## config.mk

```make
export PLATFORM = sky130hd
export DESIGN_NAME = pileup_variant_caller_unit
export DESIGN_NICKNAME = d
export VERILOG_FILES = /design/src/hw/rtl/pvc_pkg.sv /design/src/hw/rtl/pvc_lane.sv /design/src/hw/rtl/pvc_argmax.sv /design/src/hw/rtl/pileup_variant_caller_unit.sv
export SDC_FILE = /design/constraint.sdc
export NUM_CORES = 1
export LEC_CHECK = 0
export BUFFER_PORTS_ARGS = -buffer_cell sky130_fd_sc_hd__buf_2
export CORE_MARGIN = 2
export CORE_UTILIZATION = 63
export CTS_BUF_LIST = sky130_fd_sc_hd__clkbuf_16
export DETAILED_ROUTE_END_ITERATION = 10
export PLACE_DENSITY = 0.88
export REMOVE_ABC_BUFFERS = 1
export SYNTH_ARGS = -nofsm -noshare
export SYNTH_HDL_FRONTEND = slang
export SYNTH_SLANG_ARGS = --single-unit
```

## constraint.sdc

```tcl
create_clock -name aclk -period 17.66 [get_ports aclk]
set_input_delay 1.766 -clock aclk [delete_from_list [all_inputs] [get_ports aclk]]
set_output_delay 1.766 -clock aclk [all_outputs]
set_load 0.1 [all_outputs]
```

## src/hw/rtl/pvc_pkg.sv

```systemverilog
`timescale 1ns / 1ps

package pvc_pkg;

    // Field widths of a pileup column and of a report.
    localparam int COUNT_W  = 16;
    localparam int REF_W    = 3;
    localparam int DEPTH_W  = 16;
    localparam int POS_W    = 24;
    localparam int CALL_W   = 3;
    localparam int INS_W    = 2;

    // Number of candidates in the consensus call and in the insertion call.
    localparam int NUM_BASE = 5;
    localparam int NUM_INS  = 4;

    localparam int WINDOW_DEF = 5;

    localparam int S_TDATA_W = 168;
    localparam int M_TDATA_W = 56;

    localparam logic [CALL_W-1:0] CALL_DEL = 3'd4;
    localparam logic [POS_W-1:0]  POS_MAX  = 24'hFFFFFF;

    typedef enum logic [1:0] {
        ST_RUN,
        ST_DROP,
        ST_FLUSH
    } state_t;

    // One column waiting for its report.
    typedef struct packed {
        logic [POS_W-1:0]   pos;
        logic [CALL_W-1:0]  called;
        logic [INS_W-1:0]   ins_base;
        logic [COUNT_W-1:0] ins_cnt;
        logic [REF_W-1:0]   ref_b;
        logic [DEPTH_W-1:0] depth;
    } rec_t;

endpackage

```

## src/hw/rtl/pvc_lane.sv

```systemverilog
`timescale 1ns / 1ps

// One candidate lane: high when its count is the first maximum of the set.
module pvc_lane #(
    parameter int N   = 5,
    parameter int IDX = 0
) (
    input  logic [N-1:0][pvc_pkg::COUNT_W-1:0] vals,
    output logic                               win
);

    always_comb begin
        win = 1'b1;
        for (int k = 0; k < N; k++) begin
            if (k < IDX) begin
                win = win & (vals[IDX] > vals[k]);
            end else if (k > IDX) begin
                win = win & (vals[IDX] >= vals[k]);
            end
        end
    end

endmodule

```

## src/hw/rtl/pvc_argmax.sv

```systemverilog
`timescale 1ns / 1ps

// Runs one lane per candidate and merges the one-hot lane results into
// the winning index and its count.
module pvc_argmax #(
    parameter int N = 5
) (
    input  logic [N-1:0][pvc_pkg::COUNT_W-1:0] vals,
    output logic [$clog2(N)-1:0]               idx,
    output logic [pvc_pkg::COUNT_W-1:0]        max_val
);

    localparam int IDX_W = $clog2(N);

    logic [N-1:0] win;

    for (genvar g = 0; g < N; g++) begin : g_lane
        pvc_lane #(
            .N   (N),
            .IDX (g)
        ) u_lane (
            .vals (vals),
            .win  (win[g])
        );
    end

    always_comb begin
        idx     = '0;
        max_val = '0;
        for (int k = 0; k < N; k++) begin
            if (win[k]) begin
                idx     = idx | IDX_W'(k);
                max_val = max_val | vals[k];
            end
        end
    end

endmodule

```

## src/hw/rtl/pileup_variant_caller_unit.sv

```systemverilog
`timescale 1ns / 1ps

// Pileup variant caller. Pileup columns of one contig arrive in order on the
// slave stream, one column per transaction, with s_tlast marking the final
// column. For each column the block calls the consensus (first maximum of
// A, C, G, T and deletion), flags SNVs and deletions, and flags an insertion
// when twice the best insertion count exceeds the mean winning count over
// the columns [i-WINDOW, i+WINDOW), clipped to the contig; the test is exact
// integer cross-multiplication. A report leaves on the master stream WINDOW-1
// columns after its column. While the contig runs, the block takes one
// column per cycle as long as the output register is free: the consensus
// and insertion lanes finish in the accept cycle, and the report is formed
// from the pending queue afterwards while the next column is being taken.
// The final column starts a flush: first a trim of up to 2*WINDOW-1 of the
// oldest columns off the window ring, then one report per cycle, whenever
// the single output register is free, for the up to WINDOW pending columns.
// No column is accepted during the flush; after the last report (m_tlast
// high) the block is back in its reset state for the next contig.
module pileup_variant_caller_unit #(
    parameter int WINDOW = pvc_pkg::WINDOW_DEF
) (
    input  logic                            aclk,
    input  logic                            aresetn,

    // s_tdata, from the lowest bit up: count_a, count_c, count_g, count_t,
    // count_gap, ins_a, ins_c, ins_g, ins_t (16 bits each), ref_base (3),
    // depth (16), zero fill (5). s_tlast carries final_column.
    input  logic                            s_tvalid,
    output logic                            s_tready,
    input  logic [pvc_pkg::S_TDATA_W-1:0]   s_tdata,
    input  logic                            s_tlast,

    // m_tdata, from the lowest bit up: position (24), called_base (3),
    // is_snv (1), is_deletion (1), is_insertion (1), inserted_base (2),
    // ref_base_out (3), depth_out (16), zero fill (5).
    // m_tlast carries last_report.
    output logic                            m_tvalid,
    input  logic                            m_tready,
    output logic [pvc_pkg::M_TDATA_W-1:0]   m_tdata,
    output logic                            m_tlast
);

    localparam int CW     = pvc_pkg::COUNT_W;
    localparam int RING   = 2 * WINDOW;
    localparam int PTR_W  = (WINDOW > 1) ? $clog2(WINDOW) : 1;
    localparam int CNT_W  = $clog2(WINDOW + 1);
    localparam int LEN_W  = $clog2(RING + 1);
    localparam int SUM_W  = CW + $clog2(RING);
    localparam int DROP_W = $clog2(RING);
    localparam int PROD_W = CW + LEN_W;
    localparam int CMP_W  = PROD_W + 1;

    // ------------------------------------------------------------------
    // Input unpacking and the two argmax lane groups.
    // ------------------------------------------------------------------
    logic [pvc_pkg::NUM_BASE-1:0][CW-1:0] base_vals;
    logic [pvc_pkg::NUM_INS-1:0][CW-1:0]  ins_vals;
    logic [pvc_pkg::REF_W-1:0]            in_ref;
    logic [pvc_pkg::DEPTH_W-1:0]          in_depth;
    logic [pvc_pkg::CALL_W-1:0]           call_idx;
    logic [CW-1:0]                        call_best;
    logic [pvc_pkg::INS_W-1:0]            ins_idx;
    logic [CW-1:0]                        ins_best;

    always_comb begin
        for (int k = 0; k < pvc_pkg::NUM_BASE; k++) begin
            base_vals[k] = s_tdata[CW*k +: CW];
        end
        for (int k = 0; k < pvc_pkg::NUM_INS; k++) begin
            ins_vals[k] = s_tdata[CW*(pvc_pkg::NUM_BASE + k) +: CW];
        end
    end

    assign in_ref   = s_tdata[144 +: pvc_pkg::REF_W];
    assign in_depth = s_tdata[147 +: pvc_pkg::DEPTH_W];

    pvc_argmax #(
        .N (pvc_pkg::NUM_BASE)
    ) u_call (
        .vals    (base_vals),
        .idx     (call_idx),
        .max_val (call_best)
    );

    pvc_argmax #(
        .N (pvc_pkg::NUM_INS)
    ) u_ins (
        .vals    (ins_vals),
        .idx     (ins_idx),
        .max_val (ins_best)
    );

    // ------------------------------------------------------------------
    // State.
    // ------------------------------------------------------------------
    pvc_pkg::state_t      state_reg, state_next;
    // Winning counts of the last 2*WINDOW columns as a shift line: index 0
    // is the newest column, index RING-1 the oldest. Columns that do not
    // exist read as zero, so the running sum is the clipped window sum.
    logic [CW-1:0]        win_reg [RING];
    logic [CW-1:0]        win_next [RING];
    logic [SUM_W-1:0]     sum_reg, sum_next;
    logic [pvc_pkg::POS_W-1:0] col_reg, col_next;
    logic [PTR_W-1:0]     head_reg, head_next;
    logic [PTR_W-1:0]     tail_reg, tail_next;
    logic [CNT_W-1:0]     pend_len_reg, pend_len_next;
    // Reports already given in this contig, saturating at WINDOW. It is the
    // number of columns the window reaches back from the reported column.
    logic [CNT_W-1:0]     done_reg, done_next;
    logic [DROP_W-1:0]    drop_reg, drop_next;
    logic                 emit_pend_reg, emit_pend_next;
    pvc_pkg::rec_t        pend_reg [WINDOW];

    logic                 m_valid_reg;
    logic [pvc_pkg::M_TDATA_W-1:0] m_data_reg;
    logic                 m_last_reg;

    // ------------------------------------------------------------------
    // Handshake and report formation.
    // ------------------------------------------------------------------
    logic                 out_free;
    logic                 in_acc;
    logic                 emit_run;
    logic                 emit_fl;
    logic                 emit_go;
    logic                 push;
    logic                 shift_zero;
    logic [CNT_W-1:0]     len_eff;
    logic [CNT_W-1:0]     len_after;
    logic [LEN_W-1:0]     drop_full;
    pvc_pkg::rec_t        head_rec;
    pvc_pkg::rec_t        new_rec;
    logic [LEN_W-1:0]     after_len;
    logic [LEN_W-1:0]     win_len;
    logic [PROD_W-1:0]    prod;
    logic [CMP_W-1:0]     lhs;
    logic                 ins_hit;
    logic                 rep_snv;
    logic                 rep_del;
    logic                 rep_last;

    assign out_free = !m_valid_reg || m_tready;
    // A report due from an earlier column is formed once the output register
    // is free; a new column can be taken as long as that report finds the
    // output register free.
    assign s_tready = (state_reg == pvc_pkg::ST_RUN) && (!emit_pend_reg || out_free);
    assign in_acc   = s_tvalid && s_tready;
    assign emit_run = (state_reg == pvc_pkg::ST_RUN) && emit_pend_reg && out_free;
    assign emit_fl  = (state_reg == pvc_pkg::ST_FLUSH) && out_free;
    assign emit_go  = emit_run || emit_fl;

    assign head_rec = pend_reg[head_reg];

    always_comb begin
        new_rec.pos      = col_reg;
        new_rec.called   = call_idx;
        new_rec.ins_base = ins_idx;
        new_rec.ins_cnt  = ins_best;
        new_rec.ref_b    = in_ref;
        new_rec.depth    = in_depth;
    end

    // While the contig runs the window reaches WINDOW columns ahead of the
    // reported one; during the flush it reaches to the final column, which
    // is as many columns as are still pending.
    assign after_len = emit_fl ? LEN_W'(pend_len_reg) : LEN_W'(WINDOW);
    assign win_len   = LEN_W'(done_reg) + after_len;
    assign prod      = PROD_W'(head_rec.ins_cnt) * PROD_W'(win_len);
    assign lhs       = {prod, 1'b0};
    assign ins_hit   = lhs > CMP_W'(sum_reg);
    assign rep_del   = (head_rec.called == pvc_pkg::CALL_DEL);
    assign rep_snv   = !rep_del && (pvc_pkg::REF_W'(head_rec.called) != head_rec.ref_b);
    assign rep_last  = emit_fl && (pend_len_reg == CNT_W'(1));

    // ------------------------------------------------------------------
    // Next state.
    // ------------------------------------------------------------------
    always_comb begin
        state_next     = state_reg;
        sum_next       = sum_reg;
        col_next       = col_reg;
        head_next      = head_reg;
        tail_next      = tail_reg;
        done_next      = done_reg;
        drop_next      = drop_reg;
        emit_pend_next = emit_pend_reg;
        for (int k = 0; k < RING; k++) begin
            win_next[k] = win_reg[k];
        end

        len_eff       = pend_len_reg - CNT_W'(emit_go);
        push          = in_acc && (len_eff < CNT_W'(WINDOW));
        len_after     = len_eff + CNT_W'(push);
        pend_len_next = len_after;

        if (emit_go && (done_reg != CNT_W'(WINDOW))) begin
            done_next = done_reg + CNT_W'(1);
        end

        if (emit_go) begin
            head_next = (head_reg == PTR_W'(WINDOW - 1)) ? '0 : head_reg + PTR_W'(1);
        end
        if (push) begin
            tail_next = (tail_reg == PTR_W'(WINDOW - 1)) ? '0 : tail_reg + PTR_W'(1);
        end

        // A new column enters the line and the oldest leaves it. While
        // trimming, and during the flush once the window start moves, the
        // oldest column leaves without a replacement.
        shift_zero = (state_reg == pvc_pkg::ST_DROP)
                  || (emit_fl && (done_reg == CNT_W'(WINDOW)));
        if (in_acc || shift_zero) begin
            win_next[0] = in_acc ? call_best : '0;
            for (int k = 1; k < RING; k++) begin
                win_next[k] = win_reg[k-1];
            end
            sum_next = sum_reg + (in_acc ? SUM_W'(call_best) : '0)
                     - SUM_W'(win_reg[RING-1]);
        end

        if (in_acc && (col_reg != pvc_pkg::POS_MAX)) begin
            col_next = col_reg + pvc_pkg::POS_W'(1);
        end

        if (in_acc && !s_tlast && (len_after == CNT_W'(WINDOW))) begin
            emit_pend_next = 1'b1;
        end else if (emit_run) begin
            emit_pend_next = 1'b0;
        end

        // Columns at the old end of the line that lie before the window of
        // the first flushed report are trimmed off before the flush.
        drop_full = LEN_W'(RING) - LEN_W'(len_after) - LEN_W'(done_next);

        case (state_reg)
            pvc_pkg::ST_RUN: begin
                if (in_acc && s_tlast) begin
                    drop_next  = DROP_W'(drop_full);
                    state_next = (drop_full == '0) ? pvc_pkg::ST_FLUSH : pvc_pkg::ST_DROP;
                end
            end
            pvc_pkg::ST_DROP: begin
                drop_next = drop_reg - DROP_W'(1);
                if (drop_reg == DROP_W'(1)) begin
                    state_next = pvc_pkg::ST_FLUSH;
                end
            end
            pvc_pkg::ST_FLUSH: begin
                if (rep_last) begin
                    // Back to the reset state for the next contig.
                    state_next    = pvc_pkg::ST_RUN;
                    sum_next      = '0;
                    col_next      = '0;
                    head_next     = '0;
                    tail_next     = '0;
                    pend_len_next = '0;
                    done_next     = '0;
                    for (int k = 0; k < RING; k++) begin
                        win_next[k] = '0;
                    end
                end
            end
            default: begin
                state_next = pvc_pkg::ST_RUN;
            end
        endcase
    end

    // ------------------------------------------------------------------
    // Registers.
    // ------------------------------------------------------------------
    always_ff @(posedge aclk) begin
        if (!aresetn) begin
            state_reg     <= pvc_pkg::ST_RUN;
            sum_reg       <= '0;
            col_reg       <= '0;
            head_reg      <= '0;
            tail_reg      <= '0;
            pend_len_reg  <= '0;
            done_reg      <= '0;
            drop_reg      <= '0;
            emit_pend_reg <= 1'b0;
            m_valid_reg   <= 1'b0;
            for (int k = 0; k < RING; k++) begin
                win_reg[k] <= '0;
            end
        end else begin
            state_reg     <= state_next;
            sum_reg       <= sum_next;
            col_reg       <= col_next;
            head_reg      <= head_next;
            tail_reg      <= tail_next;
            pend_len_reg  <= pend_len_next;
            done_reg      <= done_next;
            drop_reg      <= drop_next;
            emit_pend_reg <= emit_pend_next;
            for (int k = 0; k < RING; k++) begin
                win_reg[k] <= win_next[k];
            end
            if (emit_go) begin
                m_valid_reg <= 1'b1;
            end else if (m_tready) begin
                m_valid_reg <= 1'b0;
            end
        end
    end

    // Pending columns and the report payload carry no reset.
    always_ff @(posedge aclk) begin
        if (push) begin
            pend_reg[tail_reg] <= new_rec;
        end
        if (emit_go) begin
            m_data_reg <= {5'd0, head_rec.depth, head_rec.ref_b, head_rec.ins_base,
                           ins_hit, rep_del, rep_snv, head_rec.called, head_rec.pos};
            m_last_reg <= rep_last;
        end
    end

    assign m_tvalid = m_valid_reg;
    assign m_tdata  = m_data_reg;
    assign m_tlast  = m_last_reg;

    // ------------------------------------------------------------------
    // Assertions.
    // ------------------------------------------------------------------
    a_pend_bound: assert property (@(posedge aclk) disable iff (!aresetn)
        (pend_len_reg <= CNT_W'(WINDOW)) && (done_reg <= CNT_W'(WINDOW)))
        else $error("pending or reported count beyond the window");

    a_emit_run_only: assert property (@(posedge aclk) disable iff (!aresetn)
        emit_pend_reg |-> (state_reg == pvc_pkg::ST_RUN))
        else $error("running report left pending into the flush");

    a_drop_nonzero: assert property (@(posedge aclk) disable iff (!aresetn)
        (state_reg == pvc_pkg::ST_DROP) |-> (drop_reg != '0))
        else $error("trim phase entered with nothing to trim");

    a_flush_clears: assert property (@(posedge aclk) disable iff (!aresetn)
        rep_last |=> ((state_reg == pvc_pkg::ST_RUN) && (sum_reg == '0)
                      && (col_reg == '0) && (pend_len_reg == '0)))
        else $error("flush did not return to the reset state");

endmodule

```

==> metrics.md <==
| Metric | Value |
|---|---|
| CP required | around 18 ns |
| Port bufs | ~220 |
| Post-synth ARST share | 0% |
| Sequential share of power | 35.9% |
| DIE AREA | roughly 54000 µm² |
| Clock root cell | clkbuf_16 |
| Initial antenna violation count | 4 |
| Worst Tran Pin Value | approximately 1.3 ns |
| Switching Power | about 0.0016 W |
| Critical Path Start Type | input pin |
| Clock Pin Slew Worst Setup and Hold Paths | roughly 0.060 ns |
| Post-synthesis register bit count | about 600 |
| Io pins | ~230 |
| CTS tree | done |
| Max cap viols | 0 |
| Chip Height | 233.1 µm |
| Synth Cell Area | ~33000 µm² |
| Vias per cell | roughly 6.3 |
| Final-report hold violation count | 0 |
| Mean Syn Cell Area | 11.05 µm² |
| Finish-stage setup viols | 0 |
| Share of layout cells above drive strength 1 | approximately 16% |
| Die Wd | ~230 µm |
| Syn. warnings | 0 |
| Relative max-transition margin | between 10% and 20% |
| Core ar. | 51610 µm² |
| Mapped Cells | between 2000 and 3000 |
| Placer Congestion | between 0.9 and 1 |
| Hold crit path type | register to register |
| Crit path DAT | between 8 and 9 ns |
| Vias in the first global route | ~25000 |
| Reg2Reg Setup Slack | about 10 ns |
| Combinational power share | 37.7% |
| Crit Path Class | input pin to register |
| Max Clk Rate | approximately 0.12 GHz |
| CTS hold repair buffers | 0 |
| RSZ-0062 raised after global routing | no |
| Max reg flops | 320 |
| Int Pwr | between 0.003 and 0.004 W |
| Final period utilization | between 40% and 50% |
| Remaining DRCs | 0 |
| Post-synthesis cell type count | a little under 80 |
| TritonCTS Buffers | 56 |
| Nets | between 3000 and 4000 |
| Worst skew pair latency | around 0.63 ns |
| WHS Endpoint | win_reg[3][12] |
| Pwr Density | approximately 130 nW/µm² |
| WHS Path Cells | 2 |
| Final setup TNS | 0 ns |
| WL per Instance | about 22 µm |
| Total number of vias | approximately 25000 |
| Congestion Overflow GR | 0 |
| Worst hold start | win_reg[3][12] |
| Row cnt | 83 |
| CP endpoint kind | register |
| Placed inst area | 34700 µm² |
| Status | finished clean |
| Post-DP HPWL | between 50000 and 60000 µm |
| Max Buffers Root-to-Sink | 3 |
| Max H-tree Level | 2 |
| Seq/Total Area, Yosys | 47.36% |
| Worst flop-to-flop path endpoint | m_tdata[29] |
| First-pass GRT wire length | ~130000 µm |
| Worst-path fanout max | 14 |
| TritonRoute pass-1 iters | 9 |
| Clock power share | 26.4% |
| Routed Wire Length | about 84000 µm |
| Post-synth top flop | edfxtp_1 |
| Most frequent cells in the layout | nand2_1, edfxtp_1, ha_1 |
| EDFF count, synth | approximately 370 |
| VDD IR max | around 110 µV |
| Clock Skew | between 0.04 and 0.05 ns |
| Slew Limit Fails | 0 |
| Postcts setup bufs | 0 |
| Syn-to-layout area delta | 10.73% |
| First DRT Iteration DRCs | approximately 2400 |
| GRT Total Usage | between 30% and 40% |
| Switching Share | around 35% |
| Largest net degree at the start of global routing | 100 |
| Antenna viol nets, final | 0 |
| Leakage power | 14.59 nW |
| Most common cell after layout, fill and taps aside | nand2_1 |
| Clock sink total | between 500 and 600 |
| Design area | between 30000 and 40000 µm² |
| FF-to-FF Start | m_tvalid |
| Reg2Reg Depth | 25 |
| Post-CTS sizing | 0 |
| Minimum clock period | 8.148 ns |
| Initial Utilization | 64.05% |
worst max-delay path by stage:
stage                        start             end  slack [ns]  cells past startpoint
after detailed placement  m_tready     m_tdata[29]        9.12                     26
after CTS                 m_tready     m_tdata[29]        9.70                     26
final                     m_tready     m_tdata[29]        9.51                     26
after global routing      m_tready     m_tdata[29]        9.13                     26
after global placement    m_tready     m_tdata[29]        9.38                     26
after floorplan           m_tready  pend_reg[1][0]        6.12                      5
layer usage:
layer	up-vias	share of wire, %	track usage, %
met4	4	3.4	12.22
met1	12040	41	40.95
li1	11370	-	-
met2	1082	49	51.50
met5	-	0.032	0
met3	221	7.0	4.504
through the flow:
stage	hold WS (ns)	worst slack (ns)	total power [W]	utilization (%)	cells
finish	0.4509	9.512	0.004659	70.92	3901
global route	0.4664	9.132	0.004920	70.92	3901
CTS	0.4515	9.699	0.004647	70.91	3900
detailed placement	0.4434	9.121	0.003399	67.23	3794
global placement	0.4376	9.377	0.003300	67.23	3794
floorplan	0.4317	6.124	0.002996	-	2876
cells in the mapped netlist, types with 12 or more instances:
library cell	instances	area (µm²)
a211oi_1	14	105.1
a21o_1	86	645.6
a21oi_1	281	1406
a221oi_1	16	140.1
a221oi_2	12	180.2
a222oi_1	12	120.1
and2_1	26	162.7
buf_1	13	48.80
buf_2	15	75.07
clkbuf_1	82	307.8
dfxtp_1	224	4484
edfxtp_1	372	11170
fa_1	46	920.9
ha_1	339	4242
inv_1	246	923.4
mux2_2	61	686.9
mux4_2	64	1441
nand2_1	431	1618
nand3_1	50	250.2
nand4_1	67	419.2
nor2_1	84	315.3
nor2b_1	31	193.9
nor3_1	38	190.2
o211ai_1	40	300.3
o21a_1	18	135.1
o21ai_0	45	225.2
o31ai_1	18	135.1
o32a_1	17	170.2
or3_1	13	81.33
xnor2_1	34	297.8
xor2_1	21	183.9
critical path, stage by stage:
cell and delay, ns:
buf_2 0.09, nor2b_1 0.07, nor2_1 0.17, nand3_1 0.13, ha_1 0.24, fa_1 0.41
xor2_1 0.91, nand2_1 0.18, fa_1 0.54, fa_1 0.61, inv_1 0.06, ha_1 0.30
a211o_1 0.29, o211ai_1 0.15, a211oi_1 0.17, o31ai_1 0.60, o21ai_0 0.22, a31o_2 0.27
a21oi_1 0.17, xnor2_1 0.16, ha_1 0.28, a21o_1 0.16, a21oi_1 0.14, o21ai_0 0.10
o21ai_0 0.19, nand2_1 0.11
kinds of logic after synthesis:
family	Yosys count	synth area share (%)
adders and majority gates	385	15.62
other	1	0.01134
DFF	596	47.36
and+or+nand+nor	803	11.27
AOI/OAI and AO/OA	655	13.30
muxes	131	6.620
buffers and inverters	365	4.364
xor gates and xnor gates	55	1.457
power by group through the flow:
| stage | Sequential, W | Combinational (W) | Clock (W) |
|---|---|---|---|
| after floorplan | 0.00177 | 0.00122 | 0 |
| after global placement | 0.00169 | 0.00161 | 0 |
| after detailed placement | 0.00170 | 0.00170 | 0 |
| after CTS | 0.00167 | 0.00173 | 0.00124 |
| after global routing | 0.00168 | 0.00195 | 0.00129 |
| final | 0.00167 | 0.00176 | 0.00123 |
layout make-up:
class,count,area [µm²]
flip-flops and latches,596,15660
clock inverters,50,501.7
multi-input cells,2034,16030
fillers,3368,15010
clock buffers,56,1401
well taps,680,850.8
repair buffers,238,1234
diodes,1,2.502
inverters,246,923.4
No activity file was read; power rests on OpenSTA's default activity.
